`src/hdl/nnhd_pkg.sv`:
```
// Shared constants, command and status types for the nearest neighbor half distance block.
package nnhd_pkg;

  localparam int MAX_POINTS = 64;
  localparam int COORD_BITS = 16;
  localparam int IN_COORD_W = 16;
  localparam int IDX_W      = $clog2(MAX_POINTS);
  localparam int CNT_W      = $clog2(MAX_POINTS + 1);
  localparam int TIDX_W     = 6;
  localparam int RADIUS_W   = 24;
  localparam logic [RADIUS_W-1:0] RADIUS_MAX = {RADIUS_W{1'b1}};
  localparam int FRAC_SHIFT = 14;
  localparam int SQR_W      = 2 * COORD_BITS;
  localparam int DSQ_W      = SQR_W + 1;
  localparam int SQV_RAW    = DSQ_W + FRAC_SHIFT;
  localparam int SQV_W      = SQV_RAW + (SQV_RAW % 2);
  localparam int ROOT_W     = SQV_W / 2;
  localparam int SAT_W      = (ROOT_W > RADIUS_W) ? ROOT_W : RADIUS_W;
  localparam int SQC_W      = $clog2(ROOT_W + 1);
  localparam int ENTRY_W    = 2 * COORD_BITS + 1;

  typedef struct packed {
    logic             wr_en;
    logic [IDX_W-1:0] wr_addr;
    logic [IDX_W-1:0] rd_addr;
    logic             pick_i;
    logic             cmp_issue;
    logic             sqrt_start;
  } nnhd_cmd_t;

  typedef struct packed {
    logic kind;
    logic sqrt_busy;
  } nnhd_stat_t;

endpackage

```
`src/hdl/nnhd_isqrt.sv`:
```
// Iterative integer square root, one root bit per cycle.
module nnhd_isqrt
  import nnhd_pkg::*;
(
  input  logic              clk,
  input  logic              rst,
  input  logic              start,
  input  logic [SQV_W-1:0]  value,
  output logic              busy,
  output logic [ROOT_W-1:0] root
);

  logic [SQV_W-1:0]  val;
  logic [ROOT_W+1:0] rem;
  logic [ROOT_W+1:0] rem_sh;
  logic [ROOT_W+1:0] trial;
  logic [SQC_W-1:0]  cnt;

  assign rem_sh = {rem[ROOT_W-1:0], val[SQV_W-1 -: 2]};
  assign trial  = {root, 2'b01};

  always_ff @(posedge clk) begin
    if (rst) begin
      busy <= 1'b0;
      cnt  <= '0;
    end else if (start) begin
      busy <= 1'b1;
      cnt  <= SQC_W'(ROOT_W);
    end else if (busy) begin
      cnt <= cnt - SQC_W'(1);
      if (cnt == SQC_W'(1)) begin
        busy <= 1'b0;
      end
    end
  end

  always_ff @(posedge clk) begin
    if (start) begin
      val  <= value;
      rem  <= '0;
      root <= '0;
    end else if (busy) begin
      val <= {val[SQV_W-3:0], 2'b00};
      if (rem_sh >= trial) begin
        rem  <= rem_sh - trial;
        root <= {root[ROOT_W-2:0], 1'b1};
      end else begin
        rem  <= rem_sh;
        root <= {root[ROOT_W-2:0], 1'b0};
      end
    end
  end

endmodule

```
`src/hdl/nnhd_datapath.sv`:
```
// Point memory, squared distance pipeline, running minimum and radius unit.
module nnhd_datapath
  import nnhd_pkg::*;
(
  input  logic                  clk,
  input  logic                  rst,
  input  nnhd_cmd_t             cmd,
  output nnhd_stat_t            stat,
  input  logic [IN_COORD_W-1:0] in_x,
  input  logic [IN_COORD_W-1:0] in_y,
  input  logic                  in_depot,
  output logic [RADIUS_W-1:0]   radius,
  output logic                  no_neighbor
);

  logic [ENTRY_W-1:0]    mem [MAX_POINTS];
  logic [ENTRY_W-1:0]    rdata;
  logic [COORD_BITS-1:0] rd_x;
  logic [COORD_BITS-1:0] rd_y;
  logic [COORD_BITS-1:0] pi_x;
  logic [COORD_BITS-1:0] pi_y;
  logic [COORD_BITS-1:0] dx;
  logic [COORD_BITS-1:0] dy;
  logic [SQR_W-1:0]      sqx;
  logic [SQR_W-1:0]      sqy;
  logic [DSQ_W-1:0]      sum;
  logic [DSQ_W-1:0]      best;
  logic                  found;
  logic                  v1;
  logic                  v2;
  logic                  sqrt_busy;
  logic [ROOT_W-1:0]     root;
  logic [SAT_W-1:0]      root_ext;

  always_ff @(posedge clk) begin
    if (cmd.wr_en) begin
      mem[cmd.wr_addr] <= {in_depot, COORD_BITS'(in_y), COORD_BITS'(in_x)};
    end
    rdata <= mem[cmd.rd_addr];
  end

  assign rd_x = rdata[COORD_BITS-1:0];
  assign rd_y = rdata[2*COORD_BITS-1:COORD_BITS];
  assign dx   = (pi_x > rd_x) ? pi_x - rd_x : rd_x - pi_x;
  assign dy   = (pi_y > rd_y) ? pi_y - rd_y : rd_y - pi_y;
  assign sum  = DSQ_W'(sqx) + DSQ_W'(sqy);

  always_ff @(posedge clk) begin
    if (rst) begin
      v1    <= 1'b0;
      v2    <= 1'b0;
      found <= 1'b0;
    end else begin
      v1 <= cmd.cmp_issue;
      v2 <= v1;
      if (cmd.pick_i) begin
        found <= 1'b0;
      end else if (v2) begin
        found <= 1'b1;
      end
    end
  end

  always_ff @(posedge clk) begin
    if (cmd.pick_i) begin
      pi_x <= rd_x;
      pi_y <= rd_y;
    end
    sqx <= SQR_W'(dx) * SQR_W'(dx);
    sqy <= SQR_W'(dy) * SQR_W'(dy);
    if (v2 && (!found || sum < best)) begin
      best <= sum;
    end
  end

  nnhd_isqrt u_isqrt (
    .clk   (clk),
    .rst   (rst),
    .start (cmd.sqrt_start),
    .value (SQV_W'({best, FRAC_SHIFT'(0)})),
    .busy  (sqrt_busy),
    .root  (root)
  );

  assign root_ext    = SAT_W'(root);
  assign no_neighbor = !found;
  assign radius      = (!found || root_ext > SAT_W'(RADIUS_MAX)) ? RADIUS_MAX
                                                                   : RADIUS_W'(root_ext);

  assign stat.kind      = rdata[ENTRY_W-1];
  assign stat.sqrt_busy = sqrt_busy;

  a_sqrt_starts: assert property (@(posedge clk) disable iff (rst)
    cmd.sqrt_start |=> stat.sqrt_busy)
    else $error("square root unit did not start");

endmodule

```
`src/hdl/nnhd_ctrl.sv`:
```
// Controller: point loading, target and neighbor sequencing, result handshake.
module nnhd_ctrl
  import nnhd_pkg::*;
(
  input  logic              clk,
  input  logic              rst,
  input  logic              in_valid,
  input  logic              in_depot,
  input  logic              in_last,
  output logic              in_ready,
  output logic              out_valid,
  input  logic              out_ready,
  output logic [TIDX_W-1:0] out_index,
  output logic              out_last,
  output nnhd_cmd_t         cmd,
  input  nnhd_stat_t        stat
);

  typedef enum logic [3:0] {
    S_LOAD, S_RD_I, S_CHK_I, S_SCAN, S_DR1, S_DR2, S_SQ_START, S_SQ_RUN, S_OUT
  } state_t;

  state_t           state;
  logic [CNT_W-1:0] count;
  logic [CNT_W-1:0] targets;
  logic [CNT_W-1:0] i_idx;
  logic [CNT_W-1:0] j_idx;
  logic [IDX_W-1:0] emitted;
  logic             full;
  logic             i_last;

  assign full      = (count == CNT_W'(MAX_POINTS));
  assign i_last    = ((i_idx + CNT_W'(1)) == count);
  assign in_ready  = (state == S_LOAD);
  assign out_index = TIDX_W'(emitted);
  assign out_last  = ((CNT_W'(emitted) + CNT_W'(1)) == targets);

  always_comb begin
    cmd.wr_en      = (state == S_LOAD) && in_valid && !full;
    cmd.wr_addr    = count[IDX_W-1:0];
    cmd.rd_addr    = (state == S_SCAN) ? j_idx[IDX_W-1:0] : i_idx[IDX_W-1:0];
    cmd.pick_i     = (state == S_CHK_I) && !stat.kind;
    cmd.cmp_issue  = (state == S_SCAN) && (j_idx != i_idx);
    cmd.sqrt_start = (state == S_SQ_START);
  end

  always_ff @(posedge clk) begin
    if (rst) begin
      state     <= S_LOAD;
      count     <= '0;
      targets   <= '0;
      i_idx     <= '0;
      j_idx     <= '0;
      emitted   <= '0;
      out_valid <= 1'b0;
    end else begin
      unique case (state)
        S_LOAD: begin
          if (in_valid) begin
            if (!full) begin
              count <= count + CNT_W'(1);
              if (!in_depot) begin
                targets <= targets + CNT_W'(1);
              end
            end
            if (in_last) begin
              i_idx   <= '0;
              emitted <= '0;
              state   <= S_RD_I;
            end
          end
        end
        S_RD_I: state <= S_CHK_I;
        S_CHK_I: begin
          if (stat.kind) begin
            if (i_last) begin
              count   <= '0;
              targets <= '0;
              state   <= S_LOAD;
            end else begin
              i_idx <= i_idx + CNT_W'(1);
              state <= S_RD_I;
            end
          end else begin
            j_idx <= '0;
            state <= S_SCAN;
          end
        end
        S_SCAN: begin
          j_idx <= j_idx + CNT_W'(1);
          if ((j_idx + CNT_W'(1)) == count) begin
            state <= S_DR1;
          end
        end
        S_DR1:      state <= S_DR2;
        S_DR2:      state <= S_SQ_START;
        S_SQ_START: state <= S_SQ_RUN;
        S_SQ_RUN: begin
          if (!stat.sqrt_busy) begin
            out_valid <= 1'b1;
            state     <= S_OUT;
          end
        end
        S_OUT: begin
          if (out_ready) begin
            out_valid <= 1'b0;
            emitted   <= emitted + IDX_W'(1);
            if (i_last) begin
              count   <= '0;
              targets <= '0;
              state   <= S_LOAD;
            end else begin
              i_idx <= i_idx + CNT_W'(1);
              state <= S_RD_I;
            end
          end
        end
        default: state <= S_LOAD;
      endcase
    end
  end

  a_no_overlap: assert property (@(posedge clk) disable iff (rst)
    !(in_ready && out_valid))
    else $error("input accepted while a result is pending");

  a_scan_bound: assert property (@(posedge clk) disable iff (rst)
    (state == S_SCAN) |-> (j_idx < count))
    else $error("neighbor index beyond stored points");

  a_result_has_target: assert property (@(posedge clk) disable iff (rst)
    out_valid |-> (targets != '0))
    else $error("result presented with no stored target");

endmodule

```
`src/hdl/nearest_neighbor_half_distance_top.sv`:
```
// Top level of the nearest neighbor half distance block.
//
// Points stream in one word per cycle while s_axis_tready is high and are
// stored (up to MAX_POINTS; later ones are dropped). The word marked tlast
// starts the search: for each stored target in arrival order the block scans
// every stored point through a single read port of the point memory, one
// point per cycle, then takes the square root one bit per cycle. No new point
// is taken until the last result of the set has been delivered. Result tdata
// carries the target index and half the nearest distance with 8 fraction
// bits; tuser flags a target with no other point, and tlast marks the final
// target.
module nearest_neighbor_half_distance_top
  import nnhd_pkg::*;
(
  input  logic        clk,
  input  logic        rst,
  input  logic        s_axis_tvalid,
  output logic        s_axis_tready,
  input  logic [31:0] s_axis_tdata,   // point_x[15:0], point_y[31:16]
  input  logic        s_axis_tuser,   // is_depot
  input  logic        s_axis_tlast,   // last_point
  output logic        m_axis_tvalid,
  input  logic        m_axis_tready,
  output logic [31:0] m_axis_tdata,   // target_index[5:0], radius_fx[29:6], zero[31:30]
  output logic        m_axis_tuser,   // no_neighbor
  output logic        m_axis_tlast    // last_result
);

  nnhd_cmd_t           cmd;
  nnhd_stat_t          stat;
  logic [TIDX_W-1:0]   out_index;
  logic [RADIUS_W-1:0] radius;
  logic                no_neighbor;

  nnhd_ctrl u_ctrl (
    .clk       (clk),
    .rst       (rst),
    .in_valid  (s_axis_tvalid),
    .in_depot  (s_axis_tuser),
    .in_last   (s_axis_tlast),
    .in_ready  (s_axis_tready),
    .out_valid (m_axis_tvalid),
    .out_ready (m_axis_tready),
    .out_index (out_index),
    .out_last  (m_axis_tlast),
    .cmd       (cmd),
    .stat      (stat)
  );

  nnhd_datapath u_datapath (
    .clk         (clk),
    .rst         (rst),
    .cmd         (cmd),
    .stat        (stat),
    .in_x        (s_axis_tdata[15:0]),
    .in_y        (s_axis_tdata[31:16]),
    .in_depot    (s_axis_tuser),
    .radius      (radius),
    .no_neighbor (no_neighbor)
  );

  assign m_axis_tdata = {2'b00, radius, out_index};
  assign m_axis_tuser = no_neighbor;

endmodule
```
`config.mk`:
```
export PLATFORM = sky130hd
export DESIGN_NAME = nearest_neighbor_half_distance_top
export DESIGN_NICKNAME = d
export VERILOG_FILES = /design/src/hdl/nnhd_pkg.sv /design/src/hdl/nnhd_isqrt.sv /design/src/hdl/nnhd_datapath.sv /design/src/hdl/nnhd_ctrl.sv /design/src/hdl/nearest_neighbor_half_distance_top.sv
export SDC_FILE = /design/constraint.sdc
export NUM_CORES = 2
export LEC_CHECK = 0
export CORE_UTILIZATION = 45
export CTS_BUF_LIST = sky130_fd_sc_hd__clkbuf_4 sky130_fd_sc_hd__clkbuf_8 sky130_fd_sc_hd__clkbuf_16
export DETAILED_ROUTE_END_ITERATION = 6
export DONT_BUFFER_PORTS = 1
export HOLD_SLACK_MARGIN = 0.06
export PLACE_DENSITY = 0.57
export SKIP_CTS_REPAIR_TIMING = 1
export SKIP_LAST_GASP = 1
export SLEW_MARGIN = 10
export SYNTH_ARGS = -nofsm -noshare
export SYNTH_HDL_FRONTEND = slang
export SYNTH_SLANG_ARGS = --single-unit
```
`constraint.sdc`:
```
create_clock -name clk -period 10.7 [get_ports clk]
set_clock_uncertainty 0.2 [all_clocks]
set_input_delay 0.535 -clock clk [delete_from_list [all_inputs] [get_ports clk]]
set_output_delay 0.535 -clock clk [all_outputs]
set_load 0.02 [all_outputs]
```
==> results.txt <==
The flow ran to the end, but the final reports show violations. The checks that failed: DRC. The number of nets in the final layout came out at ~8.0k. The sequential area share after synthesis is 62.9%. After filler insertion, the fill cell instance count of the layout stands at 20.3k. In this run, distinct cell masters in the synthesized netlist total 84. The slew at the pin with the worst max-slew slack came out at 1.23 ns. The total negative slack for setup checks came out at 0 ns. The initial detailed-routing violation count is 5306. The synthesized netlist occupies a cell area of 112000 um2. The initial utilization of the core area, before any placement, comes to 45.3%. The critical path start-end classification is flop to flop. The die covers roughly 250000 um2. The width of the die is approximately 500 um. The leading cell type by number of instances after synthesis is edfxtp_1. The total number of clock tree sinks came out at ~2.4k. The via count of the first global-routing pass is 63.4k. After clock tree synthesis, the clock-pin slew on the worst setup and hold paths is 0.06 ns. The critical path starts at u_datapath.pi_x[0].

The first detailed-routing pass took 7 iterations. Ranked by instance count, the synthesized netlist is headed by edfxtp_1 (2210), inv_1 (622), nand2_1 (543), mux4_2 (528), ha_1 (354). The level count of the clock H-tree is 5. In this run the critical register-to-register path is launched from u_datapath.pi_x[0].

The sum of routed wire length over all layers is 273 mm. The tightest min-delay check is of the primary input to flop type. For this design, the slowest cell found on the critical path is fa_1. The detailed route wirelength on metal2 came out at 135 mm.

Data on the critical path arrives at its endpoint at 10.46 ns. The tree is rooted in a clkbuf_16. The count of cell instances traversed by the critical path is 35. The total setup violations reported at the end of the flow is 0.

Setup repair after global routing left no endpoint under its margin. The portion of synthesized cell area occupied by the leading cell type came out at 59.5%. Counting along the longest clock path gives a buffer depth of 4.

The number of clock buffers inserted by TritonCTS is ~280. The max-capacitance violation count came out at 0. The total met3 wirelength after detailed routing is approximately 15 mm. After detailed routing, the number of remaining DRC violations is 5. The highest routing layer actually used is met5. The clock reaches the later pin of the worst-skew pair after 0.92 ns. The average wire per cell in the routed design came out at 25.5 um. The fraction of registers with async set or reset after synthesis is 0%. The synthesis-to-finish area growth is 12.7%.

Counting every instance in the synthesized netlist gives 7087. The flop and latch count out of synthesis is around 2.4k. The final number of max-transition violations is 0. STA puts the critical path data required time at 11.25 ns. The mean number of vias per cell came out at 5.69. The met1 wire length is 118 mm. The number of synthesized flops with an enable pin is 2210. The height of the chip came out at between 500 and 600 um. Summed over all nets, the half-perimeter wirelength after detailed placement is 162 mm.

The worst setup path is launched from a flop. The combined buffer and inverter count along the critical path is 8. The worst setup path is captured at a flop. The endpoint identified for the worst register-to-register timing path is u_datapath.sqx[31].

The final estimated routing congestion in global placement came out at about 0.83. In this design, the critical path's most frequently occurring cell is inv_1. The achievable frequency came out at 101 MHz.

The maximum number of pins on one net before global-route repair came out at 103. The number of placement rows is 182. The kind of cell with the highest combined delay on the critical path is adder cells. The initial antenna violation count came to 9. The maximum net fanout on the critical path came out at 15. In this run the count of I/O pins placed on the die edge is 74.

The capture point of the worst path is u_datapath.sqx[31]. The count of endpoints failing hold in the final timing report is 0. Setup slack on the worst reg-to-reg path comes out at ~0.8 ns. The overall global routing resource usage came out at 22.0%. The post-route fraction of the period consumed by the critical path is 92.6%. The biggest cell delay along the critical path came out at 0.54 ns. TritonCTS built the clock tree. Counting cells, the worst reg-to-reg path comes to 35. The first global-routing pass estimated between 400 and 500 mm of wire.

The share of post-route cells with drive strength above 1 is 16.7%. The area inside the core boundary came out at ~250000 um2. The number of buffers added on ports is 0. A synthesized cell averages 15.7 um2.

The number of warnings reported in the yosys synthesis log came out at 0. After global routing the overflow that remains totals 0. The most used flip-flop cell after synthesis is edfxtp_1. edfxtp_1 takes more of the synthesized area than any other cell.

After synthesis, the cell types taking the most area are edfxtp_1 (59%), mux4_2 (11%), fa_1 (5.9%), ha_1 (4.0%), dfxtp_1 (3.4%). The post-route antenna net violation count is 0. The clock period minus final worst setup slack came out at roughly 9.9 ns.

The headroom to the max-slew limit is 17.9%. The routed via count is 61.1k. The startpoint identified for the worst hold timing path is s_axis_tvalid.
-- final cells by class --
cell class / count / area [um2] / share of cell area, %
flip-flops and latches: 2402 / 70200 / 55.8
multi-input cells: 3717 / 38000 / 30.2
clock buffers: 344 / 7530 / 5.99
well taps: 3312 / 4140 / 3.29
repair buffers: 221 / 2540 / 2.02
inverters: 627 / 2350 / 1.87
clock inverters: 113 / 975 / 0.775
diodes: 2 / 5.00 / 0.00398
-- worst register-to-register path, delay by kind of cell (launching register included) --
family	cells	cell delay [ns]
and+or+nand+nor	3	0.73
buffers and inverters	8	0.77
muxes	1	0.17
xor gates and xnor gates	2	0.57
AOI/OAI and AO/OA	12	3.01
DFF	1	0.38
adders and majority gates	9	3.92
-- cells by family after synthesis --
kind of cell | count (synthesis) | synth area share (%)
other | 1 | 0.00336
buffers and inverters | 969 | 3.55
adders and majority gates | 683 | 9.87
AOI/OAI and AO/OA | 940 | 5.53
and+or+nand+nor | 1301 | 5.29
muxes | 598 | 11.3
DFF | 2402 | 62.9
xor gates and xnor gates | 193 | 1.55
-- sequential cells by signal (all words and copies together), names as in the netlist --
name / flops
u_datapath.u_isqrt.cnt: 5
u_datapath.u_isqrt.val: 34
u_ctrl.state: 4
u_ctrl.j_idx: 7
u_ctrl.i_idx: 7
u_datapath.v1: 1
u_ctrl.targets: 7
u_ctrl.out_valid: 1
u_datapath.pi_x: 16
u_datapath.u_isqrt.busy: 1
u_datapath.pi_y: 16
u_ctrl.count: 7
u_datapath.v2: 1
u_datapath.found: 1
u_ctrl.out_index: 6
u_datapath.best: 33
u_datapath.sqx: 31
u_datapath.u_isqrt.root: 24
u_datapath.u_isqrt.rem: 24
u_datapath.sqy: 31
u_datapath.rdata: 33
u_datapath.mem: 2112
-- how the worst min path moves through the flow --
stage / slack (ns) / endpoint / depth (start not counted)
after floorplan: 0.21 / u_datapath.pi_x[15] / 0
after global placement: 0.22 / u_datapath.pi_x[15] / 0
after detailed placement: 0.23 / u_datapath.pi_y[15] / 0
after CTS: -0.56 / u_datapath.mem[39][22] / 0
after global routing: 0.13 / u_ctrl.state[0] / 5
final: 0.10 / u_ctrl.state[0] / 5
-- through the flow --
stage / hold WS [ns] / utilization [%] / area [um2] / std cells / worst slack, ns
after floorplan: 0.208 / - / 112000 / 7088 / 1.95
after CTS: -0.562 / 50.6 / 124000 / 10700 / 0.743
final: 0.102 / 51.1 / 126000 / 10700 / 0.793
after global placement: 0.219 / 47.1 / 116000 / 10200 / 0.895
after detailed placement: 0.232 / 47.1 / 116000 / 10200 / 0.824
after global routing: 0.127 / 51.1 / 126000 / 10700 / 0.224
-- layer usage --
layer	GRT usage, %	vias to the layer above
met5	0.386	-
met4	5.00	4
met3	3.67	373
met2	37.0	1624
met1	30.1	32200
li1	-	26900
-- cells in the final DEF, fill, tap and decap left out, types with 192 or more instances in the layout --
cell type	netlist	layout
clkbuf_16	0	281
nor2_1	333	269
edfxtp_1	2210	2210
ha_1	354	354
fa_1	329	329
inv_1	622	622
a21oi_1	248	247
nand2_1	543	543
a211oi_1	194	192
mux4_2	528	528
Power is not shown: default switching activity piles up to over one toggle a cycle in this logic, so the estimate is an artifact.
